<file path="src/rtl/core/chb_pkg.sv">
`timescale 1ns / 1ps
`default_nettype none
// ---------------------------------------------------------------------------
// chb_pkg
// Shared types and constants for the chunked transfer body decoder.
// ---------------------------------------------------------------------------
package chb_pkg;

   // Default maximum number of hex digits on a size line.
   localparam int MaxSizeDigitsDefault = 8;
   localparam int DigitCntW            = 4;
   localparam int CountW               = 32;

   // Bytes skipped after each chunk's payload (normally CR LF).
   localparam logic [1:0] SuffixLen = 2'd2;
   localparam logic [7:0] LfByte    = 8'h0A;

   // Parser phase codes.
   localparam logic [2:0] PhDigits = 3'd0;
   localparam logic [2:0] PhFull   = 3'd1;
   localparam logic [2:0] PhRest   = 3'd2;
   localparam logic [2:0] PhData   = 3'd3;
   localparam logic [2:0] PhSuffix = 3'd4;
   localparam logic [2:0] PhHalt   = 3'd5;

   // Result kinds.
   localparam logic [1:0] KindPayload = 2'd0;
   localparam logic [1:0] KindEnd     = 2'd1;
   localparam logic [1:0] KindError   = 2'd2;

   typedef struct packed {
      logic [7:0] body_byte;
      logic       restart;
   } req_type;

   typedef struct packed {
      logic [7:0] payload_byte;
      logic [1:0] kind;
   } rsp_type;

   typedef struct packed {
      logic [2:0]           phase;
      logic [CountW-1:0]    remaining_count;
      logic [DigitCntW-1:0] digit_count;
      logic [1:0]           suffix_skip;
   } parse_state_type;

   localparam parse_state_type ParseStateReset = '{
      phase:           PhDigits,
      remaining_count: '0,
      digit_count:     '0,
      suffix_skip:     '0
   };

   // Hex digit decode: bit 4 flags a valid digit, bits 3:0 hold its value.
   function automatic logic [4:0] hex_decode(input logic [7:0] b);
      logic [4:0] r;
      begin
         r = 5'd0;
         if (b >= 8'h30 && b <= 8'h39) begin
            r = {1'b1, 4'(b - 8'h30)};
         end else if (b >= 8'h41 && b <= 8'h46) begin
            r = {1'b1, 4'(b - 8'h37)};
         end else if (b >= 8'h61 && b <= 8'h66) begin
            r = {1'b1, 4'(b - 8'h57)};
         end
         return r;
      end
   endfunction

endpackage
`default_nettype wire

</file>
<file path="src/rtl/core/chb_step.sv">
`timescale 1ns / 1ps
`default_nettype none
// ---------------------------------------------------------------------------
// chb_step
// Next-state and result logic of the chunked framing parser for one byte.
// ---------------------------------------------------------------------------
module chb_step
   import chb_pkg::*;
#(
   parameter int MAX_SIZE_DIGITS = MaxSizeDigitsDefault
) (
   input  wire req_type         item,
   input  wire parse_state_type cur_state,
   output parse_state_type      next_state,
   output logic                 emit,
   output rsp_type              result
);

   localparam logic [DigitCntW:0] MaxDigits = (DigitCntW + 1)'(MAX_SIZE_DIGITS);

   parse_state_type    st;
   logic [4:0]         hex;
   logic [DigitCntW:0] digits_inc;
   logic [CountW-1:0]  count_dec;
   logic [1:0]         skip_dec;

   always_comb begin
      // A restart puts the parser at the start of a new body first.
      st         = item.restart ? ParseStateReset : cur_state;
      hex        = hex_decode(item.body_byte);
      digits_inc = {1'b0, st.digit_count} + {{DigitCntW{1'b0}}, 1'b1};
      count_dec  = st.remaining_count - {{(CountW-1){1'b0}}, 1'b1};
      skip_dec   = st.suffix_skip - 2'd1;

      next_state = st;
      emit       = 1'b0;
      result     = '{payload_byte: 8'd0, kind: KindPayload};

      case (st.phase)
         PhDigits, PhFull: begin
            if (hex[4]) begin
               // One digit too many, or significant bits would be lost.
               if (st.phase == PhFull || st.remaining_count[CountW-1 -: 4] != 4'd0) begin
                  next_state.phase = PhHalt;
                  emit             = 1'b1;
                  result.kind      = KindError;
               end else begin
                  next_state.remaining_count = {st.remaining_count[CountW-5:0], hex[3:0]};
                  if (digits_inc >= MaxDigits) begin
                     next_state.phase = PhFull;
                  end else begin
                     next_state.digit_count = digits_inc[DigitCntW-1:0];
                  end
               end
            end else if (st.remaining_count == '0) begin
               // Empty or zero size line closes the body.
               next_state.phase = PhHalt;
               emit             = 1'b1;
               result.kind      = KindEnd;
            end else begin
               next_state.phase = (item.body_byte == LfByte) ? PhData : PhRest;
            end
         end
         PhRest: begin
            if (item.body_byte == LfByte) begin
               next_state.phase = PhData;
            end
         end
         PhData: begin
            next_state.remaining_count = count_dec;
            if (count_dec == '0) begin
               next_state.phase       = PhSuffix;
               next_state.suffix_skip = SuffixLen;
            end
            emit                = 1'b1;
            result.payload_byte = item.body_byte;
         end
         PhSuffix: begin
            next_state.suffix_skip = skip_dec;
            if (skip_dec == 2'd0) begin
               next_state.phase           = PhDigits;
               next_state.remaining_count = '0;
               next_state.digit_count     = '0;
            end
         end
         default: begin
            next_state.phase = PhHalt;
         end
      endcase
   end

endmodule
`default_nettype wire

</file>
<file path="src/rtl/core/http_chunked_body_decoder_core.sv">
`timescale 1ns / 1ps
`default_nettype none
// ---------------------------------------------------------------------------
// http_chunked_body_decoder_core
// Strips HTTP/1.1 chunked transfer framing from a stream of body bytes.
//
//   Channel   Dir   Handshake             Payload
//   req       in    req_valid/req_stall   req_data   (body_byte, restart)
//   rsp       out   rsp_valid/rsp_stall   rsp_data   (payload_byte, kind)
//
// One byte is taken per cycle while req_stall is low; a request's result, if
// any, passes through the input register, then the result register.
// The parser state updates in the same cycle a request leaves the input
// register, so consecutive bytes follow each other without gaps.
// Synchronous active-high reset empties both registers and returns the
// parser to the start of a body.
// A stalled result blocks only requests that would produce a result; bytes
// that produce none keep flowing past it.
// ---------------------------------------------------------------------------
module http_chunked_body_decoder_core
   import chb_pkg::*;
#(
   parameter int MAX_SIZE_DIGITS = MaxSizeDigitsDefault
) (
   input  wire logic    clock,
   input  wire logic    reset,
   input  wire logic    req_valid,
   output logic         req_stall,
   input  wire req_type req_data,
   output logic         rsp_valid,
   input  wire logic    rsp_stall,
   output rsp_type      rsp_data
);

   logic            in_valid_ff, in_valid_in;
   req_type         in_data_ff;
   logic            out_valid_ff, out_valid_in;
   rsp_type         out_data_ff;
   parse_state_type state_ff, state_in;

   parse_state_type step_state;
   logic            step_emit;
   rsp_type         step_result;
   logic            out_free;
   logic            advance;

   chb_step #(
      .MAX_SIZE_DIGITS(MAX_SIZE_DIGITS)
   ) u_step (
      .item       (in_data_ff),
      .cur_state  (state_ff),
      .next_state (step_state),
      .emit       (step_emit),
      .result     (step_result)
   );

   // Flow control between the input and result registers.
   always_comb begin
      out_free     = !out_valid_ff || !rsp_stall;
      advance      = in_valid_ff && (out_free || !step_emit);
      req_stall    = in_valid_ff && !advance;
      in_valid_in  = req_valid || (in_valid_ff && !advance);
      out_valid_in = (advance && step_emit) || (out_valid_ff && rsp_stall);
      state_in     = advance ? step_state : state_ff;
   end

   // Control registers.
   always_ff @(posedge clock) begin
      if (reset) begin
         in_valid_ff  <= 1'b0;
         out_valid_ff <= 1'b0;
         state_ff     <= ParseStateReset;
      end else begin
         in_valid_ff  <= in_valid_in;
         out_valid_ff <= out_valid_in;
         state_ff     <= state_in;
      end
   end

   // Payload registers.
   always_ff @(posedge clock) begin
      if (req_valid && !req_stall) begin
         in_data_ff <= req_data;
      end
      if (advance && step_emit) begin
         out_data_ff <= step_result;
      end
   end

   assign rsp_valid = out_valid_ff;
   assign rsp_data  = out_data_ff;

   // A stall on the request side only ever comes from a held item.
   assert property (@(posedge clock) disable iff (reset)
      req_stall |-> (in_valid_ff && step_emit && out_valid_ff))
      else $error("request stalled without a blocked result");

   // The digit counter stays below the configured limit.
   assert property (@(posedge clock) disable iff (reset)
      ({1'b0, state_ff.digit_count} < (DigitCntW + 1)'(MAX_SIZE_DIGITS)))
      else $error("digit count reached limit");

   // Data phase always has bytes left to pass.
   assert property (@(posedge clock) disable iff (reset)
      (state_ff.phase == PhData) |-> (state_ff.remaining_count != '0))
      else $error("data phase with zero count");

   // Suffix phase always has bytes left to skip.
   assert property (@(posedge clock) disable iff (reset)
      (state_ff.phase == PhSuffix) |-> (state_ff.suffix_skip != 2'd0))
      else $error("suffix phase with nothing to skip");

   // A result accepted downstream is replaced only by a new emitting item.
   assert property (@(posedge clock) disable iff (reset)
      (out_valid_ff && !rsp_stall && !(advance && step_emit)) |=> !out_valid_ff)
      else $error("result register did not drain");

endmodule
`default_nettype wire
</file>
<file path="config.mk">
export PLATFORM = sky130hd
export DESIGN_NAME = http_chunked_body_decoder_core
export DESIGN_NICKNAME = d
export VERILOG_FILES = /design/src/rtl/core/chb_pkg.sv /design/src/rtl/core/chb_step.sv /design/src/rtl/core/http_chunked_body_decoder_core.sv
export SDC_FILE = /design/constraint.sdc
export NUM_CORES = 1
export LEC_CHECK = 0
export BUFFER_PORTS_ARGS = -buffer_cell sky130_fd_sc_hd__buf_2
export CAP_MARGIN = 10
export CORE_MARGIN = 5
export CORE_UTILIZATION = 55
export CTS_CLUSTER_DIAMETER = 120
export CTS_CLUSTER_SIZE = 40
export DETAILED_ROUTE_END_ITERATION = 6
export HOLD_SLACK_MARGIN = 0.12
export PLACE_DENSITY = 0.76
export SLEW_MARGIN = 30
export SYNTH_ARGS = -nofsm -noshare
export SYNTH_HDL_FRONTEND = slang
export SYNTH_SLANG_ARGS = --single-unit
</file>
<file path="constraint.sdc">
create_clock -name clock -period 3.25 [get_ports clock]
set_input_delay 0.4875 -clock clock [delete_from_list [all_inputs] [get_ports clock]]
set_output_delay 0.4875 -clock clock [all_outputs]
set_load 0.005 [all_outputs]
</file>
# [Word-level counts from Yosys, hierarchy flattened]
# Index checks and enable logic that the tools add are counted.
[classes] add_sub_neg=6 n_lt_le_gt_ge=7 eq_ne=5 n_mux=27 n_reduce_logical=24
[op_table] op="$pmux 32 s3" count=1
[op_table] op="$mux 36" count=2
[op_table] op="$logic_not 32->1" count=2
[op_table] op="$mux 41" count=1
[op_table] op="$mux 39" count=1
[op_table] op="$sub 32x1->32 const B" count=1
[op_table] op="$mux 3" count=6
[op_table] op="$ge 8x7->1 const B" count=2
[op_table] op="$le 8x7->1 const B" count=2
[op_table] op="$mux 5" count=3
[op_table] op="$pmux 3 s4" count=1
[op_table] op="$eq 8x4->1 const B" count=1
[op_table] op="$ge 8x6->1 const B" count=1
[op_table] op="$le 8x6->1 const B" count=1
[op_table] op="$logic_and 1x1->1" count=8
[op_table] op="$pmux 4 s2" count=1
[op_table] op="$sub 4x3->4 const B" count=2
[op_table] op="$eq 3x2->1 const B" count=2
[op_table] op="$mux 2" count=3
[op_table] op="$add 4x1->5 const B" count=1
[op_table] op="$ge 5x4->1 const B" count=1
[op_table] op="$logic_not 1->1" count=5
[op_table] op="$logic_or 1x1->1" count=5
[op_table] op="$mux 1" count=5
[op_table] op="11 further kinds" count=11
[word_totals] register_bits=62 input_bits=13 word_cells=79

# [Depth between registers and ports, before layout]
# Gate-level depths: netlist of run 1.
[logic_depth] word_depth=14 mapped_depth=14 depth_no_buf=11

# [Cells and area by module]
# Synthesis of run 1 repeated with hierarchy kept, for this count alone.
[hier_totals] cells_unflattened=623 hier_area_um2=5053.6
[by_module_without_submodules] mod="chb_step" n_inst=1 cells_each=415 area_each_um2=2538.7
[by_module_without_submodules] mod="http_chunked_body_decoder_core" n_inst=1 cells_each=208 area_each_um2=2514.9

# [Worst setup path after synthesis of run 1]
# No wires, ideal clock.
[synth_timing] path_type="register -> register" startpoint="register in_data_ff[0] (netlist bit)" endpoint="register state_ff[40] (netlist bit)" setup_ns=0.079 arrival_time_ns=3.341 required_ns=3.171 setup_slack_ns=-0.171 stages_incl_launch_ff=15 period_less_slack_ns=3.421 path_cell_list="edfxtp_1 > buf_4 > clkinv_1 > clkbuf_1 > nand2_1 > ha_1 > clkbuf_1 > and2_1 > a311oi_1 > a311oi_1 > or4_1 > nor4_1 > nand3_1 > or4_4 > a211oi_2"
[synth_between] elab_chain_len=9 elab_cells_between_ends=31
[synth_lines] item="from (decl)" line="http_chunked_body_decoder_core.sv:36" source="req_type in_data_ff;"
[synth_lines] item="from (signal assigned)" line="http_chunked_body_decoder_core.sv:83" source="in_data_ff <= req_data;"
[synth_lines] item="$mux 41 (*)" line="chb_step.sv:29" source="st = item.restart ? ParseStateReset : cur_state;"
[synth_lines] item="parallel branches: the longest is 8 deep, another holds $sub 32x1->32"
[synth_lines] item="to (signal assigned)" line="http_chunked_body_decoder_core.sv:72" source="state_ff <= ParseStateReset;"
[synth_lines] item="to (signal assigned)" line="http_chunked_body_decoder_core.sv:76" source="state_ff <= state_in;"
[synth_lines] item="to (decl)" line="http_chunked_body_decoder_core.sv:39" source="parse_state_type state_ff, state_in;"
# Every way passes the cells marked *.
# A chain may end at the register's enable or synchronous reset.

# [Worst setup path in the final report of run 1]
[layout_timing] startpoint="register in_data_ff[0] (netlist bit)" endpoint="output req_stall"
[layout_between] elab_chain_len=11 elab_cells_between_ends=17
[layout_lines] item="$mux 41 (*)" line="chb_step.sv:29"
[layout_lines] item="parallel branches: the longest is 4 deep, another holds $logic_not 32->1"
[layout_lines] item="$pmux 1 s2 (*)" line="chb_step.sv:39" source="case (st.phase)"
[layout_lines] item="$logic_not 1->1 (*)" line="http_chunked_body_decoder_core.sv:60" source="advance = in_valid_ff && (out_free || !step_emit);"
[layout_lines] item="$logic_or 1x1->1 (*)" line="http_chunked_body_decoder_core.sv:60"
[layout_lines] item="$logic_and 1x1->1 (*)" line="http_chunked_body_decoder_core.sv:60"
[layout_lines] item="$logic_not 1->1 (*)" line="http_chunked_body_decoder_core.sv:61" source="req_stall = in_valid_ff && !advance;"
[layout_lines] item="$logic_and 1x1->1 (*)" line="http_chunked_body_decoder_core.sv:61"
[layout_lines] item="to (decl)" line="http_chunked_body_decoder_core.sv:28" source="output logic req_stall,"
# Marked as above.

==> run summary, run 1 <==
Synth Warn # - 0
Fillers - 658
worst-margin pin slew - 0.802 ns
Layout Utilization - 0.650
register area - 0.00143 mm²
Critical Path Start Type - register
WP data required - 2.76 ns
DR vias - 4422
Hold Path Class - in2reg
outcome - complete, no violations
Root Buffer - clkbuf_8
power per cell area - 385 mW/mm²
syn_area_per_cell - 8.28 µm²
initial antenna violation count - 0
die area - 0.00976 mm²
TritonCTS buffer count - 9
Iter 0 DRT Violations - 445
row count - 32
GRT Total Usage - 0.280
post-route ant nets - 0
Initial Util - 0.564
H-tree lvl count - 3
most frequent cell after synthesis - nor2_1
Tot Pwr - 1.93 mW
CTS tree - yes
share of layout cells above drive strength 1 - 0.218
met1 usage - 0.369
setup ws final - 0.00876 ns
# diodes - 0
Non-Filler Instances - 676
syn nets - 546
max-slew violation count - 0
clock sink count - 62
WL final - 13600 µm
Crit Path Class - reg2out
core footprint - 0.00769 mm²
Setup WS pre-CTS - 0.130 ns
Post-synth top cells - nor2_1 (55), nand2_1 (49), dfxtp_1 (43)
Critical Path AT - 2.75 ns
Post-Synthesis Cells - 524
gr ovfl total - 0
Via density - 6.54
io pins - 25
Die Y - 98.8 µm
Max-Cap Viols - 0
sequential-to-total area share from yosys stat - 0.330
GRT busiest layer - met2
area of the multi-input gates - 0.00267 mm²
Mapped Area - 0.00434 mm²
M3 GR Usage - 0.0644
Hold Violations, Final - 0
# nets final - 591
CTS Buffer Depth - 2
ys async rst share - 0
Crit. End Element - primary output
#FFs+latches synth - 62
vias in the first global route - 4216
final setup fails - 0
Peak VDD IR - 0.193 mV
Period minus WS final - 3.24 ns
drt pass-1 iters - 5
met2 Usage GRT - 0.425
critical path fanouts, max - 7
Static Leak - 1.92 nW
period utilization - 0.997
number of flops mapped to enable cells by yosys - 19
DP HPWL - 9500 µm
Placed Instances - 656
post-DR wirelength/cell - 20.1 µm
slew margin rel. - 0.461
Die Span X - 98.8 µm
skew final - 0.0145 ns
DRC - 0
first-pass GRT wire length - 21900 µm
GPL Wtd Cong - 1.07
largest area contributor in the netlist - dfxtp_1
Netlist cell types - 70
I/O Buffers - 24
CTS clk-pin slew, worst paths - 0.08 ns
Area Overhead vs Synth - 15.2%
Achievable Freq - 0.309 GHz
worst skew pair latency - 0.36 ns
synth top area cells - dfxtp_1 (20%), edfxtp_1 (13%), nor2_1 (4.8%)
Post-synth top flop - dfxtp_1
RSZ-0062 raised after global routing - true
post-synth top area share - 0.198
largest net degree at the start of global routing - 43
[layout make-up]
cell class / instances / area share
clock buffers: 9 / 0.0248
clock inverters: 7 / 0.0148
inverters: 17 / 0.0130
multi-input cells: 404 / 0.535
flip-flops and latches: 62 / 0.286
well taps: 102 / 0.0255
repair buffers: 75 / 0.101
[cells in the final DEF, fill, tap and decap left out, drive strengths merged, types with 5 or more instances in the layout]
cell type,count
a22oi,17
nand3,12
o21ai,29
nor3,26
clkbuf,9
xor2,13
and3,5
inv,17
nand3b,5
edfxtp,19
o22ai,8
buf,75
a22o,7
a21oi,34
nand4,11
nor4,22
dfxtp,43
xnor2,14
nor3b,5
nor2,55
nand2,49
ha,9
a311oi,6
and2,10
o31ai,6
a31oi,8
[timing repair]
item	4_1_cts	5_1_grt
buffers inserted	2	2
pin swaps	0	2
hold buffers	0	0
endpoints found under the setup margin	1	18
gates resized for setup	5	9
[sequential cells by signal (all words and copies together), names as in the netlist]
signal,flops
rsp_data,10
rsp_valid,1
state_ff,41
in_valid_ff,1
in_data_ff,9
[routing by layer]
layer | wire length [µm] | part of all wire | vias to the layer above
met4 | 595 | 0.044 | 0
met2 | 6040 | 0.45 | 262
met1 | 5660 | 0.42 | 2066
li1 | - | - | 2040
met3 | 1260 | 0.093 | 54
met5 | 0 | 0 | -
[worst max-delay path: stages, from the launching register on]
cell and delay [ns]:
edfxtp_1 0.37, clkinv_2 0.10, nand2_2 0.12, ha_4 0.18, buf_4 0.14, o21ai_2 0.07
buf_4 0.19, nor4_4 0.31, buf_4 0.16, nor2_1 0.06, a211o_1 0.28, nand2_1 0.12
nand4_1 0.12, inv_1 0.07, buf_2 0.10
[power by group]
group / internal (mW) / leakage, nW / total [mW] / switching, mW
Sequential: 0.826 / 0.531 / 0.849 / 0.0237
Clock: 0.355 / 0.0895 / 0.695 / 0.340
Combinational: 0.150 / 1.30 / 0.382 / 0.232
Total: 1.33 / 1.92 / 1.93 / 0.595
[through the flow]
step                cell area, µm²  hold WS [ns]  TNS [ns]
floorplan                     4350         0.455         0
finish                        5000         0.297         0
global route                  5000         0.287    -0.116
global placement              4690         0.473         0
detailed placement            4690         0.477         0
CTS                           4930         0.287         0
[cells by family after synthesis]
kind of cell | count (synthesis) | share of synthesized area
compound gates | 144 | 0.228
simple gates | 221 | 0.281
buf+inv | 58 | 0.0738
xor+xnor | 27 | 0.0545
fa+ha+maj | 9 | 0.0260
mux | 3 | 0.00721
flops | 62 | 0.330
[worst paths after layout]
kind | from | endpoint | slack, ns | depth (start not counted)
min | req_data[5] | in_data_ff[5]$_DFFE_PP_ | 0.30 | 1
min reg2reg | state_ff[5]$_SDFFE_PP0P_ | state_ff[5]$_SDFFE_PP0P_ | 0.49 | 1
max | in_data_ff[0]$_DFFE_PP_ | req_stall | 0.009 | 14
max reg2reg | state_ff[16]$_SDFFE_PP0P_ | state_ff[40]$_SDFFE_PP0P_ | 0.09 | 8
Note: power is estimated with default switching activity, not from simulation.
==> inputs of run 2 (changes only) <==
Settings changed: SETUP_SLACK_MARGIN set to 0.02.
==> run 2 against run 1 <==
Critical endpoint unchanged. Power rose by 0.74%. Largest power group unchanged. Final area increased by 3.7%. Hold slack gained 0.013 ns. Global-route usage increased by 0.78 points. Critical path depth fell by 3. Clock power barely moved. Sequential power barely moved. Sequential share of layout area shrank 1.0 points. Utilization grew 2.4 points. Sequential cell count did not move. Combinational power is 3% higher. Non-clock buffer count up 20.
==> run summary, run 2 (synthesis results as in run 1) <==
outcome - complete, no violations
io pins - 25
CTS Buffer Depth - 2
Layout Utilization - 0.674
internal cell power - 1.34 mW
CP max stage delay - 0.43 ns
drt pass-1 iters - 5
TritonCTS buffer count - 9
worst-margin pin slew - 0.792 ns
H-tree lvl count - 3
worst skew pair latency - 0.35 ns
RSZ-0062 raised after global routing - true
Tot Pwr - 1.94 mW
most frequent cells in the layout - buf_4 (71), nor2_1 (54), nand2_1 (48)
Critical Path AT - 2.73 ns
Static Leak - 2.04 nW
vias in the first global route - 4252
Peak VDD IR - 0.250 mV
I/O Buffers - 24
Crit Path Class - reg2out
WP data required - 2.76 ns
# diodes - 0
slew margin rel. - 0.468
critical path's top delay family - simple AND/OR/NAND/NOR gates
share of layout cells above drive strength 1 - 0.256
Top reg by flops - state_ff
CP bufs+invs - 4
switching portion of total power - 0.311
clock sink count - 62
Cell Chain, Critical Path - nor4_2, a21oi_1, buf_4, nor4_2, buf_4, nor2_2, a211o_1, nand2_1, nand4_1, inv_1, buf_2
skew final - 0.00944 ns
core footprint - 0.00769 mm²
Placed Instances - 673
initial antenna violation count - 0
Setup WS pre-CTS - 0.0619 ns
DR vias - 4589
Iter 0 DRT Violations - 357
Fillers - 640
final setup fails - 0
Clk pwr share - 0.360
Combinational Power Share - 0.203
CTS tree - yes
Die Y - 98.8 µm
post-route ant nets - 0
GRT Total Usage - 0.287
post-DR wirelength/cell - 20.5 µm
Root Buffer - clkbuf_8
Period minus WS final - 3.22 ns
Post-CTS Hold Buffers - 0
# nets final - 611
CTS clk-pin slew, worst paths - 0.08 ns
max FFs per register - 41
switching power - 0.604 mW
Die Span X - 98.8 µm
Non-Filler Instances - 696
CP max-delay cell - nor4_2
Achievable Freq - 0.311 GHz
GPL Wtd Cong - 0.973
Max-Cap Viols - 0
Hold Violations, Final - 0
Initial Util - 0.564
commonest non-fill, non-tap cell in the layout - buf_4
Via density - 6.59
WL final - 14300 µm
gr ovfl total - 0
first-pass GRT wire length - 22500 µm
Area Overhead vs Synth - 19.4%
DRC - 0
row count - 32
Crit. End Element - primary output
max-slew violation count - 0
Hold Path Class - in2reg
Critical Path Start Type - register
critical path fanouts, max - 3
DP HPWL - 10200 µm
power per cell area - 374 mW/mm²
period utilization - 0.990
Reg power frac - 0.437
largest net degree at the start of global routing - 26
Worst Hold Slack - 0.310 ns
setup ws final - 0.0334 ns
die area - 0.00976 mm²
[run 2: layout make-up]
type / instances / area, µm² / share of cell area
repair buffers: 95 / 653 / 0.126
inverters: 17 / 65.1 / 0.0126
clock buffers: 9 / 124 / 0.0239
flip-flops and latches: 62 / 1430 / 0.276
well taps: 102 / 128 / 0.0246
multi-input cells: 404 / 2710 / 0.523
clock inverters: 7 / 72.6 / 0.0140
[run 2: repair_timing]
item,CTS,global route
hold endpoints to repair,0,0
setup endpoints to repair,1,9
buffers inserted,3,4
pin swaps,1,7
gates resized for setup,6,16
[run 2: final timing paths]
kind                                           startpoint                        to  slack (ns)  cells after the start
worst max-delay path            state_ff[26]$_SDFFE_PP0P_                 req_stall        0.03                     11
worst min-delay path                          req_data[6]   in_data_ff[6]$_DFFE_PP_        0.31                      1
worst max register to register    in_data_ff[0]$_DFFE_PP_  state_ff[1]$_SDFFE_PP0P_        0.11                     11
worst min register to register   state_ff[5]$_SDFFE_PP0P_  state_ff[5]$_SDFFE_PP0P_        0.48                      1
[run 2: layer usage]
layer  up-vias  GRT usage  part of all wire
li1       2082          -                 -
met1      2164      0.401              0.42
met2       274      0.426              0.43
met3        69     0.0722             0.099
met4         0      0.113             0.048
met5         -          0                 0
[run 2: power groups by stage]
stage | combinational, mW | clock (mW) | sequential, mW
final | 0.393 | 0.698 | 0.848
after global routing | 0.422 | 0.738 | 0.852
after CTS | 0.371 | 0.703 | 0.848
after detailed placement | 0.364 | 0 | 0.866
after global placement | 0.358 | 0 | 0.864
after floorplan | 0.247 | 0 | 0.857
[run 2: through the flow]
step / setup TNS, ns / area [µm²]
finish: 0 / 5180
global route: -0.0948 / 5180
CTS: 0 / 5060
detailed placement: 0 / 4810
global placement: 0 / 4810
floorplan: 0 / 4350
